## src/hdl/wcg_pkg.sv

```systemverilog
`timescale 1ns / 1ps
// wcg_pkg: shared types and constants for the work chunk grouper
// no dependencies; imported by the grouper top level and the bench

package wcg_pkg;

    localparam int INDEX_BITS = 20;
    localparam int SIZE_BITS  = 20;
    localparam int COUNT_BITS = 21;
    localparam int BYTES_BITS = 40;
    localparam int SUM_BITS   = 64;
    localparam int LIMIT_BITS = 32;
    localparam int LN_BITS    = 22;
    localparam int DIV_STEPS  = 80;

    localparam logic [31:0] LN2_Q16 = 32'd45426;

    // mode register codes
    localparam logic [2:0] MODE_COUNT  = 3'd0;
    localparam logic [2:0] MODE_LINEAR = 3'd1;
    localparam logic [2:0] MODE_SQUARE = 3'd2;
    localparam logic [2:0] MODE_CUBIC  = 3'd3;
    localparam logic [2:0] MODE_NLOGN  = 3'd4;

    // configuration register indexes
    localparam logic CFG_MODE  = 1'b0;
    localparam logic CFG_LIMIT = 1'b1;

    typedef enum logic [5:0] {
        S_IDLE,
        S_PROC,
        S_T2, S_T2W,
        S_T3, S_T3W, S_T3X, S_T3Y,
        S_T4, S_T4W,
        S_ADD,
        S_C2, S_C2W,
        S_C3, S_C3W, S_C3X, S_C3Y,
        S_NL0, S_NL1, S_NL2, S_NL3, S_NL4,
        S_LNS, S_LNN, S_LNQ, S_LNR, S_LNF, S_LNE,
        S_DIV,
        S_CMP,
        S_EMIT
    } t_state;

endpackage

```

## src/hdl/wcg_mul.sv

```systemverilog
`timescale 1ns / 1ps
// wcg_mul: shared 32x32 multiplier with registered product
// depends on nothing but the clock; used by the grouper sequencer

module wcg_mul (
    input  logic        i_clk,
    input  logic [31:0] i_a,
    input  logic [31:0] i_b,
    output logic [63:0] o_p
);
    logic [63:0] r_p;

    // product is registered: ready in the cycle after the operands
    always_ff @(posedge i_clk) begin
        r_p <= i_a * i_b;
    end

    assign o_p = r_p;
endmodule

```

## src/hdl/work_chunk_grouper.sv

```systemverilog
`timescale 1ns / 1ps
// Work chunk grouper, top level: record bookkeeping, metric sequencer and output register.
// Each accepted beat goes through the sequencer: count and linear mode add a direct term,
// square and cubic mode use the shared multiplier and n log n mode runs the Q.16 log loop
// (normalize plus 16 squarings on the shared multiplier) and the 80-step restoring divider.
// One record is in work at a time; s_tready is high only in the idle state.
// Synchronous active-low reset: mode 1, limit 1048576, no chunk open, index 0, no result.

module work_chunk_grouper (
    input  logic        i_clk,
    input  logic        i_rst_n,
    // configuration write port
    input  logic        i_cfg_we,
    input  logic        i_cfg_addr,
    input  logic [31:0] i_cfg_data,
    // record input
    input  logic        s_tvalid,
    output logic        s_tready,
    input  logic [23:0] s_tdata,   // [19:0] record_size, zero padded
    input  logic        s_tuser,   // [0] pending
    input  logic        s_tlast,   // last_record
    // chunk output
    output logic        m_tvalid,
    input  logic        m_tready,
    output logic [87:0] m_tdata    // [19:0] first_index, [40:20] record_count,
                                   // [80:41] byte_count, zero padded
);
    import wcg_pkg::*;

    t_state r_state, n_state, r_ret, n_ret;
    logic [2:0]  r_mode;
    logic [LIMIT_BITS-1:0] r_limit;
    logic [INDEX_BITS-1:0] r_next_idx, n_next_idx, r_idx, n_idx;
    logic [INDEX_BITS-1:0] r_open_first, n_open_first;
    logic [COUNT_BITS-1:0] r_open_count, n_open_count;
    logic [BYTES_BITS-1:0] r_open_bytes, n_open_bytes;
    logic [SUM_BITS-1:0]   r_sum, n_sum, r_term, n_term;
    logic [SUM_BITS-1:0]   r_cmp_a, n_cmp_a, r_cmp_b, n_cmp_b;
    logic r_open, n_open, r_pend, n_pend, r_last, n_last;
    logic [SIZE_BITS-1:0]  r_size, n_size;
    logic [31:0] r_hi, n_hi;
    logic [63:0] r_lo, n_lo;
    logic [63:0] r_lnx, n_lnx;
    logic [5:0]  r_e, n_e;
    logic [31:0] r_z, n_z;
    logic [LN_BITS-1:0] r_log2q, n_log2q, r_ln, n_ln;
    logic [3:0]  r_i, n_i;
    logic [79:0] r_dq, n_dq;
    logic [LN_BITS-1:0] r_rem, n_rem, r_den, n_den;
    logic [6:0]  r_cnt, n_cnt;
    logic r_out_valid, n_out_valid;
    logic [INDEX_BITS-1:0] r_out_first, n_out_first;
    logic [COUNT_BITS-1:0] r_out_count, n_out_count;
    logic [BYTES_BITS-1:0] r_out_bytes, n_out_bytes;

    logic [31:0] mul_a, mul_b;
    logic [63:0] mul_p;
    logic        accept;
    logic [BYTES_BITS:0]   bytes_sum;
    logic [SUM_BITS:0]     metric_sum;
    logic [95:0]           wide;
    logic [31:0]           sq_top;
    logic [LN_BITS:0]      div_t;
    logic                  div_ge;
    logic [63:0]           q_sat;

    wcg_mul u_mul (
        .i_clk (i_clk),
        .i_a   (mul_a),
        .i_b   (mul_b),
        .o_p   (mul_p)
    );

    assign accept   = s_tvalid && s_tready;
    assign s_tready = (r_state == S_IDLE);
    assign m_tvalid = r_out_valid;
    assign m_tdata  = {7'd0, r_out_bytes, r_out_count, r_out_first};

    // shared datapath pieces
    assign bytes_sum  = {1'b0, (r_open ? r_open_bytes : {BYTES_BITS{1'b0}})}
                        + {{(BYTES_BITS-SIZE_BITS+1){1'b0}}, r_size};
    assign metric_sum = {1'b0, r_sum} + {1'b0, r_term};
    assign wide       = {mul_p, 32'd0} + {32'd0, r_lo};
    assign sq_top     = mul_p[61:30];
    assign div_t      = {r_rem, r_dq[79]};
    assign div_ge     = (div_t >= {1'b0, r_den});
    assign q_sat      = (|r_dq[79:64]) ? {64{1'b1}} : r_dq[63:0];

    // multiplier operand select
    always_comb begin
        mul_a = 32'd0;
        mul_b = 32'd0;
        unique case (r_state)
            S_T2, S_T3: begin
                mul_a = {{(32-SIZE_BITS){1'b0}}, r_size};
                mul_b = {{(32-SIZE_BITS){1'b0}}, r_size};
            end
            S_T3W: begin
                mul_a = mul_p[31:0];
                mul_b = {{(32-SIZE_BITS){1'b0}}, r_size};
            end
            S_T3X: begin
                mul_a = r_hi;
                mul_b = {{(32-SIZE_BITS){1'b0}}, r_size};
            end
            S_T4: begin
                mul_a = {{(32-SIZE_BITS){1'b0}}, r_size};
                mul_b = {26'd0, r_ln[21:16]};
            end
            S_C2, S_C3: begin
                mul_a = r_limit;
                mul_b = r_limit;
            end
            S_C3W: begin
                mul_a = mul_p[31:0];
                mul_b = r_limit;
            end
            S_C3X: begin
                mul_a = r_hi;
                mul_b = r_limit;
            end
            S_LNQ: begin
                mul_a = r_z;
                mul_b = r_z;
            end
            S_LNF: begin
                mul_a = {{(32-LN_BITS){1'b0}}, r_log2q};
                mul_b = LN2_Q16;
            end
            default: begin
                mul_a = 32'd0;
                mul_b = 32'd0;
            end
        endcase
    end

    // sequencer: next state and datapath updates
    always_comb begin
        n_state = r_state;       n_ret = r_ret;
        n_next_idx = r_next_idx; n_idx = r_idx;
        n_open_first = r_open_first; n_open_count = r_open_count;
        n_open_bytes = r_open_bytes; n_sum = r_sum; n_term = r_term;
        n_cmp_a = r_cmp_a; n_cmp_b = r_cmp_b; n_open = r_open;
        n_pend = r_pend; n_last = r_last; n_size = r_size;
        n_hi = r_hi; n_lo = r_lo; n_lnx = r_lnx; n_e = r_e; n_z = r_z;
        n_log2q = r_log2q; n_ln = r_ln; n_i = r_i;
        n_dq = r_dq; n_rem = r_rem; n_den = r_den; n_cnt = r_cnt;
        n_out_valid = r_out_valid && !m_tready;
        n_out_first = r_out_first; n_out_count = r_out_count;
        n_out_bytes = r_out_bytes;

        unique case (r_state)
            // take a record beat
            S_IDLE: begin
                if (accept) begin
                    n_size     = s_tdata[SIZE_BITS-1:0];
                    n_pend     = s_tuser;
                    n_last     = s_tlast;
                    n_idx      = r_next_idx;
                    n_next_idx = s_tlast ? {INDEX_BITS{1'b0}} : r_next_idx + 1'b1;
                    n_state    = S_PROC;
                end
            end
            // bookkeeping and term dispatch
            S_PROC: begin
                if (!r_pend) begin
                    n_state = r_open ? S_EMIT : S_IDLE;
                end else begin
                    n_open = 1'b1;
                    if (!r_open) begin
                        n_open_first = r_idx;
                        n_open_count = {{(COUNT_BITS-1){1'b0}}, 1'b1};
                        n_sum        = {SUM_BITS{1'b0}};
                    end else if (r_open_count != {COUNT_BITS{1'b1}}) begin
                        n_open_count = r_open_count + 1'b1;
                    end
                    n_open_bytes = bytes_sum[BYTES_BITS] ? {BYTES_BITS{1'b1}}
                                                         : bytes_sum[BYTES_BITS-1:0];
                    n_term = {{(SUM_BITS-SIZE_BITS){1'b0}}, r_size};
                    n_state = S_ADD;
                    priority case (r_mode)
                        MODE_COUNT:  n_term = {{(SUM_BITS-1){1'b0}}, 1'b1};
                        MODE_SQUARE: n_state = S_T2;
                        MODE_CUBIC:  n_state = S_T3;
                        MODE_NLOGN: begin
                            if (r_size <= SIZE_BITS'(1)) begin
                                n_term = {SUM_BITS{1'b0}};
                            end else begin
                                n_lnx   = {{(64-SIZE_BITS){1'b0}}, r_size};
                                n_ret   = S_T4;
                                n_state = S_LNS;
                            end
                        end
                        default: n_state = S_ADD;
                    endcase
                end
            end
            // square term
            S_T2:  n_state = S_T2W;
            S_T2W: begin
                n_term  = mul_p;
                n_state = S_ADD;
            end
            // cube term over two partial products
            S_T3:  n_state = S_T3W;
            S_T3W: begin
                n_hi    = mul_p[63:32];
                n_state = S_T3X;
            end
            S_T3X: begin
                n_lo    = mul_p;
                n_state = S_T3Y;
            end
            S_T3Y: begin
                n_term  = wide[63:0];
                n_state = S_ADD;
            end
            // n log n term
            S_T4:  n_state = S_T4W;
            S_T4W: begin
                n_term  = mul_p;
                n_state = S_ADD;
            end
            // saturating metric add and bound dispatch
            S_ADD: begin
                n_sum   = metric_sum[SUM_BITS] ? {SUM_BITS{1'b1}} : metric_sum[SUM_BITS-1:0];
                n_cmp_a = n_sum;
                n_cmp_b = {32'd0, r_limit};
                priority case (r_mode)
                    MODE_SQUARE: n_state = S_C2;
                    MODE_CUBIC:  n_state = S_C3;
                    MODE_NLOGN:  n_state = S_NL0;
                    default:     n_state = S_CMP;
                endcase
            end
            // limit squared
            S_C2:  n_state = S_C2W;
            S_C2W: begin
                n_cmp_b = mul_p;
                n_state = S_CMP;
            end
            // limit cubed, saturating
            S_C3:  n_state = S_C3W;
            S_C3W: begin
                n_hi    = mul_p[63:32];
                n_state = S_C3X;
            end
            S_C3X: begin
                n_lo    = mul_p;
                n_state = S_C3Y;
            end
            S_C3Y: begin
                n_cmp_b = (|wide[95:64]) ? {64{1'b1}} : wide[63:0];
                n_state = S_CMP;
            end
            // n log n bound: S / ln(S / ln S)
            S_NL0: begin
                if (r_sum <= 64'd2) begin
                    n_state = S_CMP;
                end else begin
                    n_lnx   = r_sum;
                    n_ret   = S_NL1;
                    n_state = S_LNS;
                end
            end
            S_NL1, S_NL3: begin
                if (r_ln == {LN_BITS{1'b0}}) begin
                    n_state = S_CMP;
                end else begin
                    n_dq    = {r_sum, 16'd0};
                    n_den   = r_ln;
                    n_rem   = {LN_BITS{1'b0}};
                    n_cnt   = 7'd0;
                    n_ret   = (r_state == S_NL1) ? S_NL2 : S_NL4;
                    n_state = S_DIV;
                end
            end
            S_NL2: begin
                n_lnx   = q_sat;
                n_ret   = S_NL3;
                n_state = S_LNS;
            end
            S_NL4: begin
                n_cmp_a = q_sat;
                n_state = S_CMP;
            end
            // Q.16 natural log: zero check
            S_LNS: begin
                n_e = 6'd63;
                if (r_lnx == 64'd0) begin
                    n_ln    = {LN_BITS{1'b0}};
                    n_state = r_ret;
                end else begin
                    n_state = S_LNN;
                end
            end
            // normalize the leading one to bit 63
            S_LNN: begin
                if (r_lnx[63]) begin
                    n_z     = {1'b0, r_lnx[63:33]};
                    n_log2q = {r_e, 16'd0};
                    n_i     = 4'd15;
                    n_state = S_LNQ;
                end else if (r_lnx[63:56] == 8'd0) begin
                    n_lnx = {r_lnx[55:0], 8'd0};
                    n_e   = r_e - 6'd8;
                end else begin
                    n_lnx = {r_lnx[62:0], 1'b0};
                    n_e   = r_e - 6'd1;
                end
            end
            // one fraction bit per squaring
            S_LNQ: n_state = S_LNR;
            S_LNR: begin
                if (sq_top[31]) begin
                    n_z     = {1'b0, sq_top[31:1]};
                    n_log2q = r_log2q | (LN_BITS'(1) << r_i);
                end else begin
                    n_z = sq_top;
                end
                if (r_i == 4'd0) begin
                    n_state = S_LNF;
                end else begin
                    n_i     = r_i - 4'd1;
                    n_state = S_LNQ;
                end
            end
            // scale log2 by ln 2
            S_LNF: n_state = S_LNE;
            S_LNE: begin
                n_ln    = mul_p[37:16];
                n_state = r_ret;
            end
            // restoring divide, one quotient bit a cycle
            S_DIV: begin
                n_rem = div_ge ? LN_BITS'(div_t - {1'b0, r_den}) : div_t[LN_BITS-1:0];
                n_dq  = {r_dq[78:0], div_ge};
                n_cnt = r_cnt + 7'd1;
                if (r_cnt == 7'(DIV_STEPS-1)) begin
                    n_state = r_ret;
                end
            end
            // threshold decision
            S_CMP: begin
                n_state = ((r_cmp_a >= r_cmp_b) || r_last) ? S_EMIT : S_IDLE;
            end
            // hand the chunk to the output register
            S_EMIT: begin
                if (!r_out_valid || m_tready) begin
                    n_out_valid = 1'b1;
                    n_out_first = r_open_first;
                    n_out_count = r_open_count;
                    n_out_bytes = r_open_bytes;
                    n_open      = 1'b0;
                    n_state     = S_IDLE;
                end
            end
            default: n_state = S_IDLE;
        endcase
    end

    // control registers
    always_ff @(posedge i_clk) begin
        if (!i_rst_n) begin
            r_state     <= S_IDLE;
            r_ret       <= S_IDLE;
            r_mode      <= MODE_LINEAR;
            r_limit     <= 32'd1048576;
            r_next_idx  <= {INDEX_BITS{1'b0}};
            r_open      <= 1'b0;
            r_out_valid <= 1'b0;
        end else begin
            r_state     <= n_state;
            r_ret       <= n_ret;
            r_next_idx  <= n_next_idx;
            r_open      <= n_open;
            r_out_valid <= n_out_valid;
            if (i_cfg_we) begin
                unique case (i_cfg_addr)
                    CFG_MODE:  r_mode  <= i_cfg_data[2:0];
                    CFG_LIMIT: r_limit <= i_cfg_data;
                    default:   r_limit <= r_limit;
                endcase
            end
        end
    end

    // datapath registers
    always_ff @(posedge i_clk) begin
        r_idx <= n_idx;   r_open_first <= n_open_first;
        r_open_count <= n_open_count; r_open_bytes <= n_open_bytes;
        r_sum <= n_sum;   r_term <= n_term;
        r_cmp_a <= n_cmp_a; r_cmp_b <= n_cmp_b;
        r_pend <= n_pend; r_last <= n_last; r_size <= n_size;
        r_hi <= n_hi;     r_lo <= n_lo;
        r_lnx <= n_lnx;   r_e <= n_e; r_z <= n_z;
        r_log2q <= n_log2q; r_ln <= n_ln; r_i <= n_i;
        r_dq <= n_dq;     r_rem <= n_rem; r_den <= n_den; r_cnt <= n_cnt;
        r_out_first <= n_out_first; r_out_count <= n_out_count;
        r_out_bytes <= n_out_bytes;
    end
endmodule

```

## config.mk

```make
export PLATFORM = sky130hd
export DESIGN_NAME = work_chunk_grouper
export DESIGN_NICKNAME = d
export VERILOG_FILES = /design/src/hdl/wcg_pkg.sv /design/src/hdl/wcg_mul.sv /design/src/hdl/work_chunk_grouper.sv
export SDC_FILE = /design/constraint.sdc
export NUM_CORES = 2
export LEC_CHECK = 0
export BUFFER_PORTS_ARGS = -buffer_cell sky130_fd_sc_hd__clkbuf_2
export CAP_MARGIN = 20
export CORE_ASPECT_RATIO = 1.75
export CORE_MARGIN = 2
export CORE_UTILIZATION = 55
export CTS_CLUSTER_DIAMETER = 80
export DETAILED_ROUTE_END_ITERATION = 6
export PLACE_DENSITY = 0.74
export SETUP_SLACK_MARGIN = 0.05
export SYNTH_ARGS = -nofsm -noshare
export SYNTH_HDL_FRONTEND = slang
export SYNTH_HIERARCHICAL = 1
export SYNTH_SLANG_ARGS = --single-unit
```

## constraint.sdc

```tcl
create_clock -name i_clk -period 10.95 [get_ports i_clk]
set_input_delay 0.5475 -clock i_clk [delete_from_list [all_inputs] [get_ports i_clk]]
set_output_delay 0.5475 -clock i_clk [all_outputs]
set_load 0.005 [all_outputs]
```

# Yosys cells after proc, flatten, opt, wreduce, memory -nomap -nowiden
# Index checks and enable logic that the tools add are counted.
[word_totals] register_bits=970 latch_bits=0 ram_bits=0 mem_bits_ro=0 input_bits=64 output_inout_bits=90 mem_count=0
[op_classes] n_addsub=10 multipliers=1 n_div=0 magnitude_cmp=4 eq_ne=50 n_shift=1 mux=72 bitwise_logic=4 n_reduce_logical=56
[op_table] cell="$mux W64" n=12
[op_table] cell="$pmux W64 S3" n=2
[op_table] cell="$pmux W64 S2" n=2
[op_table] cell="$pmux W64 S4" n=1
[op_table] cell="$pmux W32 S6" n=1
[op_table] cell="$pmux W32 S5" n=1
[op_table] cell="$pmux W80 S2" n=1
[op_table] cell="$pmux W6 S26" n=1
[op_table] cell="$pmux W22 S2" n=3
[op_table] cell="$mux W22" n=5
[op_table] cell="$add A96 B64 Y96" n=1
[op_table] cell="$eq A6 B5 Y1 const B" n=15
[op_table] cell="$mux W80" n=1
[op_table] cell="$mux W6" n=12
[op_table] cell="$add A64 B64 Y65" n=1
[op_table] cell="$ge A64 B64 Y1" n=1
[op_table] cell="$le A64 B2 Y1 const B" n=1
[op_table] cell="$logic_not A64 Y1" n=1
[op_table] cell="$mul A32 B32 Y64" n=1
[op_table] cell="$pmux W32 S2" n=1
[op_table] cell="$eq A6 B4 Y1 const B" n=8
[op_table] cell="$add A40 B20 Y41" n=1
[op_table] cell="$mux W20" n=2
[op_table] cell="$mux W40" n=1
[op_table] cell="58 further kinds" n=122

# Logic depth before layout (Yosys ltp)
[logic_depth] ltp_word=5 mapped_depth=38 mapped_depth_nobuf=34

# Modules after synthesis
# Netlist, hierarchy kept.
[by_module_without_submodules] module="work_chunk_grouper" n_inst=1 cells_per_inst=4689 area_per_inst_um2=49485.0 seq_area_each_um2=26445.4
[by_module_without_submodules] module="wcg_mul" n_inst=1 cells_per_inst=3862 area_per_inst_um2=34952.3 seq_area_each_um2=1281.2

# Worst setup path before layout
# Ideal clock, no wire load.
[synth_timing] path_type="register -> register" startpoint="register r_state[1]" endpoint="register u_mul.r_p[62] (netlist: u_mul/o_p[62])" setup_ps=72 arrival_ps=10308 required_time_ps=10878 setup_slack_ps=570 stages_incl_launch_ff=33 synth_period_minus_slack_ps=10380 cell_sequence="dfxtp_1 clkbuf_1 clkbuf_1 nor2b_1 and3_1 clkbuf_1 clkbuf_1 a22oi_1 nand3_1 clkbuf_1 and2_1 fa_1 fa_1 fa_1 inv_1 fa_1 inv_1 fa_1 fa_1 fa_1 inv_1 fa_1 inv_1 ha_1 a21oi_2 o211ai_1 a21boi_2 nor2_1 or3_1 a21o_1 a211o_2 a221oi_2 xnor2_1"
[synth_between] elab_chain_cells=4 elab_cells_between_ends=20 classes_between="mul (1); eq/ne (11); mux (2); reduce/logical (6)"
[synth_rtl] element="from (decl)" line_no="work_chunk_grouper.sv:30" source="t_state r_state, n_state, r_ret, n_ret;"
[synth_rtl] element="from (signal assigned)" line_no="work_chunk_grouper.sv:373" source="r_state <= n_state;"
[synth_rtl] element="$eq A6 B4 Y1, or another cell as far along" line_no="work_chunk_grouper.sv:93" source="unique case (r_state)"
[synth_rtl] element="$reduce_or A3 Y1 (no source line), or another cell as far along"
[synth_rtl] element="$pmux W32 S6 (*)" line_no="work_chunk_grouper.sv:93"
[synth_rtl] element="named net mul_a[14]" line_no="work_chunk_grouper.sv:56" source="logic [31:0] mul_a, mul_b;"
[synth_rtl] element="$mul A32 B32 Y64 (*)" line_no="wcg_mul.sv:15" source="r_p <= i_a * i_b;"
[synth_rtl] element="to (signal assigned)" line_no="wcg_mul.sv:15"
[synth_rtl] element="to (decl)" line_no="wcg_mul.sv:11" source="logic [63:0] r_p;"
# Mark *: on every way through the listed nets, which the timed path passes. The rest lies on a longest branch.
# A chain may end at the register's enable or synchronous reset.

# Final worst setup path
[layout_timing] startpoint="register r_state[1]" endpoint="register u_mul.r_p[61] (netlist: u_mul/o_p[61])"
# The elaborated chain is that of the path after synthesis.

==> metrics <==
TNS Setup=0 ps; crit start category=flip-flop; clock share of power=between 20% and 30%; Post-CTS Hold Fix Bufs=8; Gate power share=between 40% and 50%; Worst Max-Slew Pin Slew=about 1600 ps; status=finished, violations left; Cell Pwr Density=between 150 and 200 nW/um2; Post-Route WL=slightly below 300 mm; Synth area leader=edfxtp_1; synth warn=6; starting DRC count in detailed routing=approximately 7,500; Clock H-tree levels=3; Relative slew margins=-3.831%; Setup violations, final=0; Arr. time, crit path=11,070 ps; Final ANT Viol Nets=0; Worst-Skew Late Latency=740 ps; synthesized area=84,440 um2; # Post-CTS Setup Buffers=0; CTS root buffer=clkbuf_16; CP max FO=31; Critical Path RT=~12,000 ps; area grow syn2layout=7.782%; Core ar.=about 150,000 um2; Hold Path Class=in -> reg; violated checks=design-rule violations, max-slew violations; register area=between 20,000 and 30,000 um2; Final HPWL DP=~220 mm; Worst IR Drop VDD=~320 uV; # clock sinks=967; Fmax=0.09586 GHz; worst clock skew=44.95 ps; Final Max Tran Viols=1; Tot GR Track Use=37.96%; RSZ-0062 raised after global routing=no; vias in the first global route=~70,000; starting density of the core=between 50% and 60%; wire length of the first global-routing pass=~440 mm; footprint of the multi-input gates=~51,000 um2; Internal=approximately 9000 uW; synth cell count leaders=inv_1, nand2_1, fa_1, edfxtp_1, and2_1; Die W=between 300 and 400 um; sw frac=45.45%; synth top area cells=edfxtp_1, fa_1, ha_1, inv_1, nand2_1; drt first pass iters=7; post_cts resized=0; LEAKAGE=between 0.03 and 0.04 uW; prevailing post-synth register cell=edfxtp_1; max_cap viols=0; CP Capture Type=flip-flop; sequential area share after synthesis=between 30% and 40%; top-count cell post-synth=inv_1; Avg Cell Area, Syn=9.875 um2; Final Cycle Share=95.26%; Final Hold Vio Count=0; Vias per Instance=6.325; initial antenna violation count=29; final core utilization=roughly 60%; sequential share of power=about a third; Sw Pwr=~7500 uW; CTS tree=done; CTS clock-pin slew for the worst setup and hold paths=about 60 ps; maximum root-to-sink buffer count=3; total grt overflow=0; Post-synth EDFFs=about 840; num ports=154; Row Count=190; CP most frequent cell=fa_1; GP Congestion=1.096; nets=approximately 10,000; crit-path max cell delay=a little over 700 ps; # DRC=59; Async SR Flop Fraction=0%; WS Path Type=reg -> reg; fillcell total=around 13,000; height of the die=522.3 um; Worst path slowest cell=nor2_4; largest net degree at the start of global routing=96; routed len/inst=~28 um; Port Buffers=142; TritonCTS buffer count=84; Netlist cell types=slightly below 100; total number of vias=slightly below 70,000; Cells after Synth=about 8,600; share of the synthesized area in the top cell type=around 30%; #FFs+latches synth=roughly 970; Period minus WS final=~10,000 ps; layout cells sized above 1=under 10%; Die ar.=around 160,000 um2
## logic make-up (layout without fill, tap and decap cells)
kind of cell,Yosys count,count (layout),share of synthesized area (%)
AND/OR/NAND/NOR,2738,2738,15.80
buffers and inverters,1658,1701,7.510
AO/OA/AOI/OAI,1478,1478,11.86
adder cells (fa/ha/maj),1375,1375,28.38
flip-flops,967,967,32.84
XOR/XNOR,242,242,2.510
multiplexers,92,92,1.094
other,1,17,0.004441
## final cells by class
cell class | count | share of cell area (%)
diodes | 10 | 0.02750
clock buffers | 91 | 2.350
clock inverters | 65 | 1.039
inverters | 1153 | 4.755
multi-input cells | 5932 | 55.64
flip-flops and latches | 967 | 30.47
well taps | 2016 | 2.772
repair buffers | 392 | 2.948
## critical path, delay by kind of cell (launching register included)
| kind | cells | cell delay (ps) |
|---|---|---|
| fa+ha+maj | 9 | 4700 |
| simple gates | 8 | 2470 |
| compound gates | 6 | 1340 |
| flops | 1 | 690 |
| buf+inv | 6 | 1120 |
## power by group through the flow
stage          clock network (uW)  logic, uW  registers [uW]
2_1_floorplan                   0       4790            5110
3_3_place_gp                    0       7200            5440
3_5_place_dp                    0       7340            5450
4_1_cts                      3410       7380            5370
5_1_grt                      3520       8160            5430
6_report                     3390       7650            5450
## cell usage in the layout, fill, tap and decap left out, drive strengths merged, types with 32 or more instances in the layout
master / n
nand4: 99
a22o: 42
a31oi: 45
dfxtp: 131
o211ai: 69
nand2: 1140
o21ai: 330
xor2: 100
nand3: 147
xnor2: 142
nor2b: 76
mux2i: 90
a21boi: 48
fa: 900
a21o: 114
nand2b: 41
ha: 475
a211oi: 32
a22oi: 37
edfxtp: 836
and2: 668
a222oi: 68
and3: 37
nor4: 58
a21oi: 378
nor3: 49
nor2: 340
buf: 240
inv: 1161
a41oi: 37
a221o: 65
clkbuf: 235
o22a: 35
## metrics by stage
stage / setup WS (ps) / cells / hold WS, ps / total power (uW) / cell area, um2
floorplan: 569.8 / 8557 / 400.3 / 9894 / 84460
global placement: 837.1 / 10440 / 400.2 / 12640 / 87700
detailed placement: 791.1 / 10450 / 404.5 / 12780 / 87730
CTS: 766.8 / 10610 / 0.5921 / 16160 / 90900
global route: 140.1 / 10620 / 10.19 / 17120 / 90990
finish: 518.6 / 10630 / 26.27 / 16500 / 91010
## state kept, by name (all words and copies together), names as in the netlist, 31 cells and up
name	count
r_cmp_a	64
u_mul/o_p	64
r_open_bytes	40
r_sum	64
r_out_bytes	40
r_term	64
r_lnx	64
r_limit	32
r_lo	64
r_hi	32
r_z	31
r_cmp_b	64
r_dq	80
## path summary, 6_finish.rpt
path / from / to / slack [ps] / depth (start not counted)
setup / recovery: r_state[1] / u_mul/o_p[61] / 520 / 29
setup reg to reg: r_state[1] / u_mul/o_p[61] / 520 / 29
hold reg to reg: r_open_first[11] / r_out_first[11] / 420 / 0
hold / removal: s_tdata[19] / r_size[19] / 30 / 1
## per-layer routing
layer,wire [um],GRT usage (%)
met2,143500,64.15
met3,27510,8.651
met4,34820,35.74
met1,90230,38.56
met5,168,0
Note: power is estimated with default switching activity, not from simulation.
